===== src/sv/vn2d_pkg.sv =====
// ----------------------------------------------------------------------------
// vn2d_pkg
// Shared types and constants of the 2-D vector normalize pipeline.
// ----------------------------------------------------------------------------
`default_nettype none

package vn2d_pkg;

  localparam int COORD_W    = 16;
  localparam int VEC_W      = 17;
  localparam int SQ_W       = 32;
  localparam int SUM_W      = 34;
  localparam int MAG_W      = 17;
  localparam int REM_W      = 19;
  localparam int QUO_W      = 15;
  localparam int UNIT_W     = 16;
  localparam int SQRT_STEPS = 17;
  localparam int DIV_STEPS  = 15;

  typedef struct packed {
    logic [VEC_W-1:0] x;
    logic [VEC_W-1:0] y;
  } vec_t;

endpackage

`default_nettype wire


===== src/sv/vn2d_sq.sv =====
// ----------------------------------------------------------------------------
// vn2d_sq
// Difference vector, squares of its components and their sum (three stages).
// ----------------------------------------------------------------------------
`default_nettype none

module vn2d_sq (
  input  wire                                  clk,
  input  wire                                  rst_n,
  input  wire                                  us_valid,
  output logic                                 us_ready,
  input  wire  [vn2d_pkg::COORD_W-1:0]         start_x,
  input  wire  [vn2d_pkg::COORD_W-1:0]         start_y,
  input  wire  [vn2d_pkg::COORD_W-1:0]         end_x,
  input  wire  [vn2d_pkg::COORD_W-1:0]         end_y,
  output logic                                 ds_valid,
  input  wire                                  ds_ready,
  output vn2d_pkg::vec_t                       ds_vec,
  output logic [vn2d_pkg::SUM_W-1:0]           ds_sum
);

  logic [2:0] v_r;
  logic [3:0] en;

  vn2d_pkg::vec_t                     vec1_nxt, vec1_r, vec2_r, vec3_r;
  logic [vn2d_pkg::COORD_W-1:0]       ax, ay;
  logic [vn2d_pkg::SQ_W-1:0]          sqx_nxt, sqy_nxt, sqx_r, sqy_r;
  logic [vn2d_pkg::SUM_W-1:0]         sum_nxt, sum_r;
  logic [vn2d_pkg::VEC_W-1:0]         nx, ny;

  assign en[3] = ds_ready;
  assign en[2] = !v_r[2] || en[3];
  assign en[1] = !v_r[1] || en[2];
  assign en[0] = !v_r[0] || en[1];
  assign us_ready = en[0];

  always_comb begin
    vec1_nxt.x = {end_x[15], end_x} - {start_x[15], start_x};
    vec1_nxt.y = {end_y[15], end_y} - {start_y[15], start_y};
    nx = -vec1_r.x;
    ny = -vec1_r.y;
    ax = vec1_r.x[16] ? nx[15:0] : vec1_r.x[15:0];
    ay = vec1_r.y[16] ? ny[15:0] : vec1_r.y[15:0];
    sqx_nxt = ax * ax;
    sqy_nxt = ay * ay;
    sum_nxt = {2'b00, sqx_r} + {2'b00, sqy_r};
  end

  always_ff @(posedge clk) begin
    if (!rst_n) begin
      v_r <= '0;
    end else begin
      if (en[0]) v_r[0] <= us_valid;
      if (en[1]) v_r[1] <= v_r[0];
      if (en[2]) v_r[2] <= v_r[1];
    end
  end

  always_ff @(posedge clk) begin
    if (en[0]) begin
      vec1_r <= vec1_nxt;
    end
    if (en[1]) begin
      vec2_r <= vec1_r;
      sqx_r  <= sqx_nxt;
      sqy_r  <= sqy_nxt;
    end
    if (en[2]) begin
      vec3_r <= vec2_r;
      sum_r  <= sum_nxt;
    end
  end

  assign ds_valid = v_r[2];
  assign ds_vec   = vec3_r;
  assign ds_sum   = sum_r;

endmodule

`default_nettype wire


===== src/sv/vn2d_sqrt.sv =====
// ----------------------------------------------------------------------------
// vn2d_sqrt
// Floor square root, one result bit per pipeline stage.
// ----------------------------------------------------------------------------
`default_nettype none

module vn2d_sqrt (
  input  wire                                  clk,
  input  wire                                  rst_n,
  input  wire                                  us_valid,
  output logic                                 us_ready,
  input  vn2d_pkg::vec_t                       us_vec,
  input  wire  [vn2d_pkg::SUM_W-1:0]           us_sum,
  output logic                                 ds_valid,
  input  wire                                  ds_ready,
  output vn2d_pkg::vec_t                       ds_vec,
  output logic [vn2d_pkg::MAG_W-1:0]           ds_mag
);

  localparam int NS = vn2d_pkg::SQRT_STEPS;

  logic [NS-1:0] v_r;
  logic [NS:0]   en;

  vn2d_pkg::vec_t              vec_r  [0:NS-1];
  logic [vn2d_pkg::SUM_W-1:0]  n_r    [0:NS-1];
  logic [vn2d_pkg::REM_W-1:0]  rem_r  [0:NS-1];
  logic [vn2d_pkg::MAG_W-1:0]  root_r [0:NS-1];

  assign en[NS]   = ds_ready;
  assign us_ready = en[0];

  for (genvar k = 0; k < NS; k++) begin : g_stage
    logic                        v_in;
    vn2d_pkg::vec_t              vec_in;
    logic [vn2d_pkg::SUM_W-1:0]  n_in;
    logic [vn2d_pkg::REM_W-1:0]  rem_in;
    logic [vn2d_pkg::MAG_W-1:0]  root_in;
    logic [vn2d_pkg::REM_W+1:0]  cur, trial;
    logic                        ge;
    logic [vn2d_pkg::REM_W-1:0]  rem_nxt;
    logic [vn2d_pkg::MAG_W-1:0]  root_nxt;

    if (k == 0) begin : g_first
      assign v_in    = us_valid;
      assign vec_in  = us_vec;
      assign n_in    = us_sum;
      assign rem_in  = '0;
      assign root_in = '0;
    end else begin : g_next
      assign v_in    = v_r[k-1];
      assign vec_in  = vec_r[k-1];
      assign n_in    = n_r[k-1];
      assign rem_in  = rem_r[k-1];
      assign root_in = root_r[k-1];
    end

    assign en[k] = !v_r[k] || en[k+1];

    always_comb begin
      cur      = {rem_in, n_in[vn2d_pkg::SUM_W-1-2*k -: 2]};
      trial    = {2'b00, root_in, 2'b01};
      ge       = cur >= trial;
      rem_nxt  = ge ? vn2d_pkg::REM_W'(cur - trial) : cur[vn2d_pkg::REM_W-1:0];
      root_nxt = {root_in[vn2d_pkg::MAG_W-2:0], ge};
    end

    always_ff @(posedge clk) begin
      if (!rst_n) begin
        v_r[k] <= 1'b0;
      end else if (en[k]) begin
        v_r[k] <= v_in;
      end
    end

    always_ff @(posedge clk) begin
      if (en[k]) begin
        vec_r[k]  <= vec_in;
        n_r[k]    <= n_in;
        rem_r[k]  <= rem_nxt;
        root_r[k] <= root_nxt;
      end
    end
  end

  assign ds_valid = v_r[NS-1];
  assign ds_vec   = vec_r[NS-1];
  assign ds_mag   = root_r[NS-1];

endmodule

`default_nettype wire


===== src/sv/vn2d_div.sv =====
// ----------------------------------------------------------------------------
// vn2d_div
// Unit vector: two restoring dividers, one quotient bit per stage, then sign.
// ----------------------------------------------------------------------------
`default_nettype none

module vn2d_div (
  input  wire                                  clk,
  input  wire                                  rst_n,
  input  wire                                  us_valid,
  output logic                                 us_ready,
  input  vn2d_pkg::vec_t                       us_vec,
  input  wire  [vn2d_pkg::MAG_W-1:0]           us_mag,
  output logic                                 ds_valid,
  input  wire                                  ds_ready,
  output vn2d_pkg::vec_t                       ds_vec,
  output logic [vn2d_pkg::MAG_W-1:0]           ds_mag,
  output logic [vn2d_pkg::UNIT_W-1:0]          ds_unit_x,
  output logic [vn2d_pkg::UNIT_W-1:0]          ds_unit_y
);

  localparam int NS = vn2d_pkg::DIV_STEPS + 2;
  localparam int MW = vn2d_pkg::MAG_W;
  localparam int QW = vn2d_pkg::QUO_W;
  localparam int UW = vn2d_pkg::UNIT_W;

  logic [NS-1:0] v_r;
  logic [NS:0]   en;

  vn2d_pkg::vec_t  vec_r  [0:NS-1];
  logic [MW-1:0]   mag_r  [0:NS-1];
  logic            zero_r [0:NS-1];
  logic [1:0]      neg_r  [0:NS-1];
  logic [1:0]      lsb_r;
  logic [MW-1:0]   rem_r  [0:NS-2][0:1];
  logic [QW-1:0]   quo_r  [0:NS-2][0:1];
  logic [UW-1:0]   unit_r [0:1];

  assign en[NS]   = ds_ready;
  assign us_ready = en[0];

  for (genvar k = 0; k < NS; k++) begin : g_ctl
    assign en[k] = !v_r[k] || en[k+1];

    always_ff @(posedge clk) begin
      if (!rst_n) begin
        v_r[k] <= 1'b0;
      end else if (en[k]) begin
        v_r[k] <= (k == 0) ? us_valid : v_r[(k == 0) ? 0 : k-1];
      end
    end

    always_ff @(posedge clk) begin
      if (en[k]) begin
        if (k == 0) begin
          vec_r[k]  <= us_vec;
          mag_r[k]  <= us_mag;
          zero_r[k] <= us_mag == '0;
          neg_r[k]  <= {us_vec.y[MW-1], us_vec.x[MW-1]};
        end else begin
          vec_r[k]  <= vec_r[(k == 0) ? 0 : k-1];
          mag_r[k]  <= mag_r[(k == 0) ? 0 : k-1];
          zero_r[k] <= zero_r[(k == 0) ? 0 : k-1];
          neg_r[k]  <= neg_r[(k == 0) ? 0 : k-1];
        end
      end
    end
  end

  for (genvar c = 0; c < 2; c++) begin : g_lane
    logic [vn2d_pkg::VEC_W-1:0] d, dn;
    logic [UW-1:0]              a;
    logic [UW-1:0]              qs;

    always_comb begin
      d  = (c == 0) ? us_vec.x : us_vec.y;
      dn = -d;
      a  = d[vn2d_pkg::VEC_W-1] ? dn[UW-1:0] : d[UW-1:0];
    end

    always_ff @(posedge clk) begin
      if (en[0]) begin
        rem_r[0][c] <= {2'b00, a[UW-1:1]};
        quo_r[0][c] <= '0;
        lsb_r[c]    <= a[0];
      end
    end

    for (genvar k = 1; k <= vn2d_pkg::DIV_STEPS; k++) begin : g_step
      logic [MW:0]   cur;
      logic          ge;
      logic [MW-1:0] rem_nxt;

      always_comb begin
        cur     = {rem_r[k-1][c], (k == 1) ? lsb_r[c] : 1'b0};
        ge      = cur >= {1'b0, mag_r[k-1]};
        rem_nxt = ge ? MW'(cur - {1'b0, mag_r[k-1]}) : cur[MW-1:0];
      end

      always_ff @(posedge clk) begin
        if (en[k]) begin
          rem_r[k][c] <= rem_nxt;
          quo_r[k][c] <= {quo_r[k-1][c][QW-2:0], ge};
        end
      end
    end

    always_comb begin
      qs = {1'b0, quo_r[NS-2][c]};
    end

    always_ff @(posedge clk) begin
      if (en[NS-1]) begin
        if (zero_r[NS-2]) begin
          unit_r[c] <= '0;
        end else if (neg_r[NS-2][c]) begin
          unit_r[c] <= -qs;
        end else begin
          unit_r[c] <= qs;
        end
      end
    end
  end

  assign ds_valid  = v_r[NS-1];
  assign ds_vec    = vec_r[NS-1];
  assign ds_mag    = mag_r[NS-1];
  assign ds_unit_x = unit_r[0];
  assign ds_unit_y = unit_r[1];

endmodule

`default_nettype wire


===== src/sv/vector_normalize_2d_unit.sv =====
// ----------------------------------------------------------------------------
// vector_normalize_2d_unit
// Difference vector, floor length and Q1.14 unit vector of a 2-D segment.
// ----------------------------------------------------------------------------
// One item enters per cycle unless the output stalls, and three
// stages form the difference and sum of squares, seventeen stages of the
// square root resolve one length bit each, and seventeen stages hold the
// operand setup, fifteen quotient bits of the two dividers and the sign step.
// Each stage stalls only when the stage after it is full, so gaps close up
// while the output register waits to be taken. A zero length gives a zero
// unit vector.
`default_nettype none

module vector_normalize_2d_unit (
  input  wire         clk,
  input  wire         rst_n,
  input  wire         in_tvalid,
  output logic        in_tready,
  input  wire  [63:0] in_tdata,   // start_x, start_y, end_x, end_y
  output logic        out_tvalid,
  input  wire         out_tready,
  output logic [87:0] out_tdata   // vec_x, vec_y, magnitude, unit_x, unit_y, zero pad
);

  logic                                sq_valid, sq_ready;
  vn2d_pkg::vec_t                      sq_vec;
  logic [vn2d_pkg::SUM_W-1:0]          sq_sum;
  logic                                rt_valid, rt_ready;
  vn2d_pkg::vec_t                      rt_vec;
  logic [vn2d_pkg::MAG_W-1:0]          rt_mag;
  vn2d_pkg::vec_t                      o_vec;
  logic [vn2d_pkg::MAG_W-1:0]          o_mag;
  logic [vn2d_pkg::UNIT_W-1:0]         o_unit_x, o_unit_y;

  vn2d_sq u_sq (
    .clk      (clk),
    .rst_n    (rst_n),
    .us_valid (in_tvalid),
    .us_ready (in_tready),
    .start_x  (in_tdata[15:0]),
    .start_y  (in_tdata[31:16]),
    .end_x    (in_tdata[47:32]),
    .end_y    (in_tdata[63:48]),
    .ds_valid (sq_valid),
    .ds_ready (sq_ready),
    .ds_vec   (sq_vec),
    .ds_sum   (sq_sum)
  );

  vn2d_sqrt u_sqrt (
    .clk      (clk),
    .rst_n    (rst_n),
    .us_valid (sq_valid),
    .us_ready (sq_ready),
    .us_vec   (sq_vec),
    .us_sum   (sq_sum),
    .ds_valid (rt_valid),
    .ds_ready (rt_ready),
    .ds_vec   (rt_vec),
    .ds_mag   (rt_mag)
  );

  vn2d_div u_div (
    .clk       (clk),
    .rst_n     (rst_n),
    .us_valid  (rt_valid),
    .us_ready  (rt_ready),
    .us_vec    (rt_vec),
    .us_mag    (rt_mag),
    .ds_valid  (out_tvalid),
    .ds_ready  (out_tready),
    .ds_vec    (o_vec),
    .ds_mag    (o_mag),
    .ds_unit_x (o_unit_x),
    .ds_unit_y (o_unit_y)
  );

  assign out_tdata = {5'b00000, o_unit_y, o_unit_x, o_mag, o_vec.y, o_vec.x};

endmodule

`default_nettype wire

===== config.mk =====
export PLATFORM = sky130hd
export DESIGN_NAME = vector_normalize_2d_unit
export DESIGN_NICKNAME = d
export VERILOG_FILES = /design/src/sv/vn2d_pkg.sv /design/src/sv/vn2d_sq.sv /design/src/sv/vn2d_sqrt.sv /design/src/sv/vn2d_div.sv /design/src/sv/vector_normalize_2d_unit.sv
export SDC_FILE = /design/constraint.sdc
export NUM_CORES = 2
export LEC_CHECK = 0
export BUFFER_PORTS_ARGS = -buffer_cell sky130_fd_sc_hd__buf_2
export CORE_MARGIN = 2
export CORE_UTILIZATION = 53
export CTS_CLUSTER_SIZE = 25
export DETAILED_ROUTE_END_ITERATION = 6
export PLACE_DENSITY = 0.75
export RECOVER_POWER = 50
export SLEW_MARGIN = 15
export SYNTH_ARGS = -nofsm -noshare
export SYNTH_HDL_FRONTEND = slang
export SYNTH_SLANG_ARGS = --single-unit

===== constraint.sdc =====
create_clock -name clk -period 10.45 [get_ports clk]
set_input_delay 1.045 -clock clk [delete_from_list [all_inputs] [get_ports clk]]
set_output_delay 1.045 -clock clk [all_outputs]
set_load 0.03 [all_outputs]

==> key figures <==
Status
  – Status: complete, but fails checks
  – Violations in the final reports: capacitance limit, slew limit

Timing
  – Maximum clock frequency: approximately 110 MHz
  – Setup TNS: 0 ns
  – RSZ-0062 raised after global routing: false
  – Final Setup Violations: 0
  – Fin. max-slew vios: ~860
  – Max Clock Skew: 0.0700 ns
  – Tightest Pin Transition: ~4.2 ns
  – Tcrit/Tclk final: roughly nine tenths
  – Fin crit period: approximately 9.3 ns
  – Worst slew margin: -178%
  – Hold Violations, Final: 0

Global routing
  – Overall Global Routing Usage: between 20% and 30%
  – Grt total ovfl: 0
  – Largest net degree at the start of global routing: slightly above 90
  – Initial antenna violation count: 11
  – First-pass GRT wire length: just under 500000 microns
  – Vias in the first global route: around 89k

CTS
  – Worst skew pair latency: 0.92 ns
  – CTS resizes: 0
  – Number of hold buffers added after CTS: 0
  – CTS tree: yes
  – Setup bufs post-CTS: 0
  – Clock Path Buffers: 4
  – H-tree depth: 5
  – Clock tree sinks: around 3.2k
  – Clk slew on worst S/H paths: roughly 0.060 ns
  – CTS Root Cell: clkbuf_16
  – CTS Buf Count: roughly 320

Synthesis
  – Mapped Cells: between 10k and 15k
  – Yosys warning count: 0
  – Post-synth EDFFs: 3135
  – Most used flip-flop cell after synthesis: edfxtp_1
  – Post-Syn Area per Cell: about 14 sq um
  – Netlist area before placement: 152000 sq um
  – Async set-reset flop share out of synthesis: 0%
  – Yosys cell types: 82
  – Yosys reg bits: ~3.2k
  – Register area share after synthesis: a little over three fifths

Routing
  – Via count: just under 90k
  – Routed wire length per instance: ~20 microns
  – DR iter-0 viols: between 6k and 7k
  – DRT antenna net count: 0
  – Routed wire length: ~320000 microns
  – M1 WL: 128000 microns
  – Uppermost routed layer: met4
  – DRC viols: 0
  – Pre-antenna DRT Iters: 6
  – DR vias/cell: approximately 5.6
  – Met2 Wirelength: approximately 160000 microns
  – Met3 routed WL: 14200 microns

Place
  – DP HPWL: roughly 240000 microns
  – Placer Congestion: 0.920
  – IO buf count: roughly 150

Die
  – DIE WIDTH: 539 microns
  – Starting Density: 53.2%
  – Core Box Area: 285000 sq um
  – Die area: around 290000 sq um
  – Die Y: about 540 microns
  – # IOs: between 150 and 200
  – FP Rows: around 200

Cells and area
  – P&R area growth vs syn: 10.5%
  – Filler cells: roughly 22k
  – Leading cell type in the layout, fill and taps excluded: edfxtp_1
  – Share of post-route cells with drive strength above 1: 8.00%
  – Most frequent cells in the layout: 3135 x edfxtp_1, 1137 x inv_1, 931 x ha_1
  – Final nets: about 13k

Setup path
  – R2R setup slack: roughly 1.2 ns
  – Worst setup SP type: register
  – Crit. End Element: register
  – Worst EP required: roughly 11 ns
  – Slowest CP cell: edfxtp_1
  – CP arrival: between 9 and 10 ns
  – CP max stage delay: about 0.6 ns
  – WS Path Type: register to register
  – Critical Path Fanout Max: 14

Run
  – Max Cap Viol: 15

Hold path
  – Hold Path Class: register to register
## critical path: cells and delay by family, from the launching register on
family	cells	cell delay [ns]
compound gates	9	2.03
xor+xnor	2	0.29
fa+ha+maj	7	3.34
buf+inv	8	1.33
flops	1	0.60
simple gates	5	1.41
## cells by family after synthesis
group	after synthesis	share of synthesized area, %
fa+ha+maj	1292	12.4
xor+xnor	707	4.08
compound gates	1917	7.84
other cells	1	0.00247
flops	3172	62.5
simple gates	2549	8.03
mux	220	1.61
buf+inv	1356	3.46
## through the flow
step	util (%)	area (sq um)	worst slack, ns	hold slack (ns)	std cells
floorplan	-	152000	1.31	0.400	11200
global placement	55.2	157000	1.46	0.400	15000
global route	58.8	168000	0.711	0.382	15600
CTS	58.9	168000	1.27	0.352	15600
finish	58.8	168000	1.19	0.378	15600
detailed placement	55.2	157000	1.26	0.405	15000
## flip-flops by register name (all words and copies together) (netlist names), 31 cells and up
signal / count
u_div.mag_r: 289
u_div.quo_r: 240
u_div.rem_r: 506
u_div.unit_r: 32
u_div.vec_r: 562
u_sq.ds_sum: 33
u_sq.ds_vec: 34
u_sq.sqx_r: 31
u_sq.sqy_r: 31
u_sq.vec1_r: 34
u_sq.vec2_r: 32
u_sqrt.n_r: 279
u_sqrt.rem_r: 276
u_sqrt.root_r: 146
u_sqrt.vec_r: 578
## synthesized netlist by cell type (all sizes together), types with 19 or more instances
master  number  area, sq um
nand2b     150          938
or3         84          526
and3        51          319
inv       1153         4330
xor2       290         2540
o21a       150         1130
a31o        22          193
a21oi      530         2650
dfxtp       37          741
mux2i       30          300
nor4        58          363
a21o       174         1310
a31oi       68          425
nand2      745         2800
nand4       95          594
buf         45          325
ha         931        11600
or4         27          206
o21bai      31          233
nor2b      135          845
o21ai      539         2700
xnor2      417         3650
or2         55          344
nor2       682         2560
nor3       206         1040
a21boi      75          563
o31ai      106          796
edfxtp    3135        94100
mux2       190         2140
a211o       19          166
and2        30          188
nand3      145          726
a211oi      49          368
fa         361         7230
clkbuf     149          559
## metal layers
metal | global-route usage, % | vias up
met5 | 0 | -
met4 | 7.88 | 0
met3 | 2.66 | 634
met2 | 38.6 | 2265
met1 | 26.6 | 42800
li1 | - | 41400
## final timing paths
path	end	depth (start not counted)	from
setup / recovery	u_sq.sqx_r[31]	31	u_sq.vec1_r[17]
hold / removal	u_sqrt.vec_r[0][85]	0	u_sqrt.vec_r[0][51]
setup reg to reg	u_sq.sqx_r[31]	31	u_sq.vec1_r[17]
hold reg to reg	u_sqrt.vec_r[0][85]	0	u_sqrt.vec_r[0][51]
## layout make-up
class,instances,area (sq um),area share (%)
Clock inverter,180,1970,1.17
Antenna cell,5,12.5,0.00746
Sequential cell,3172,94900,56.6
Timing Repair Buffer,249,1350,0.805
Tap cell,3762,4710,2.81
Multi-Input combinational cell,6691,51900,31.0
Clock buffer,398,8460,5.04
Inverter,1162,4370,2.61
Power is not shown: default switching activity piles up to over one toggle a cycle in this logic, so the estimate is an artifact.
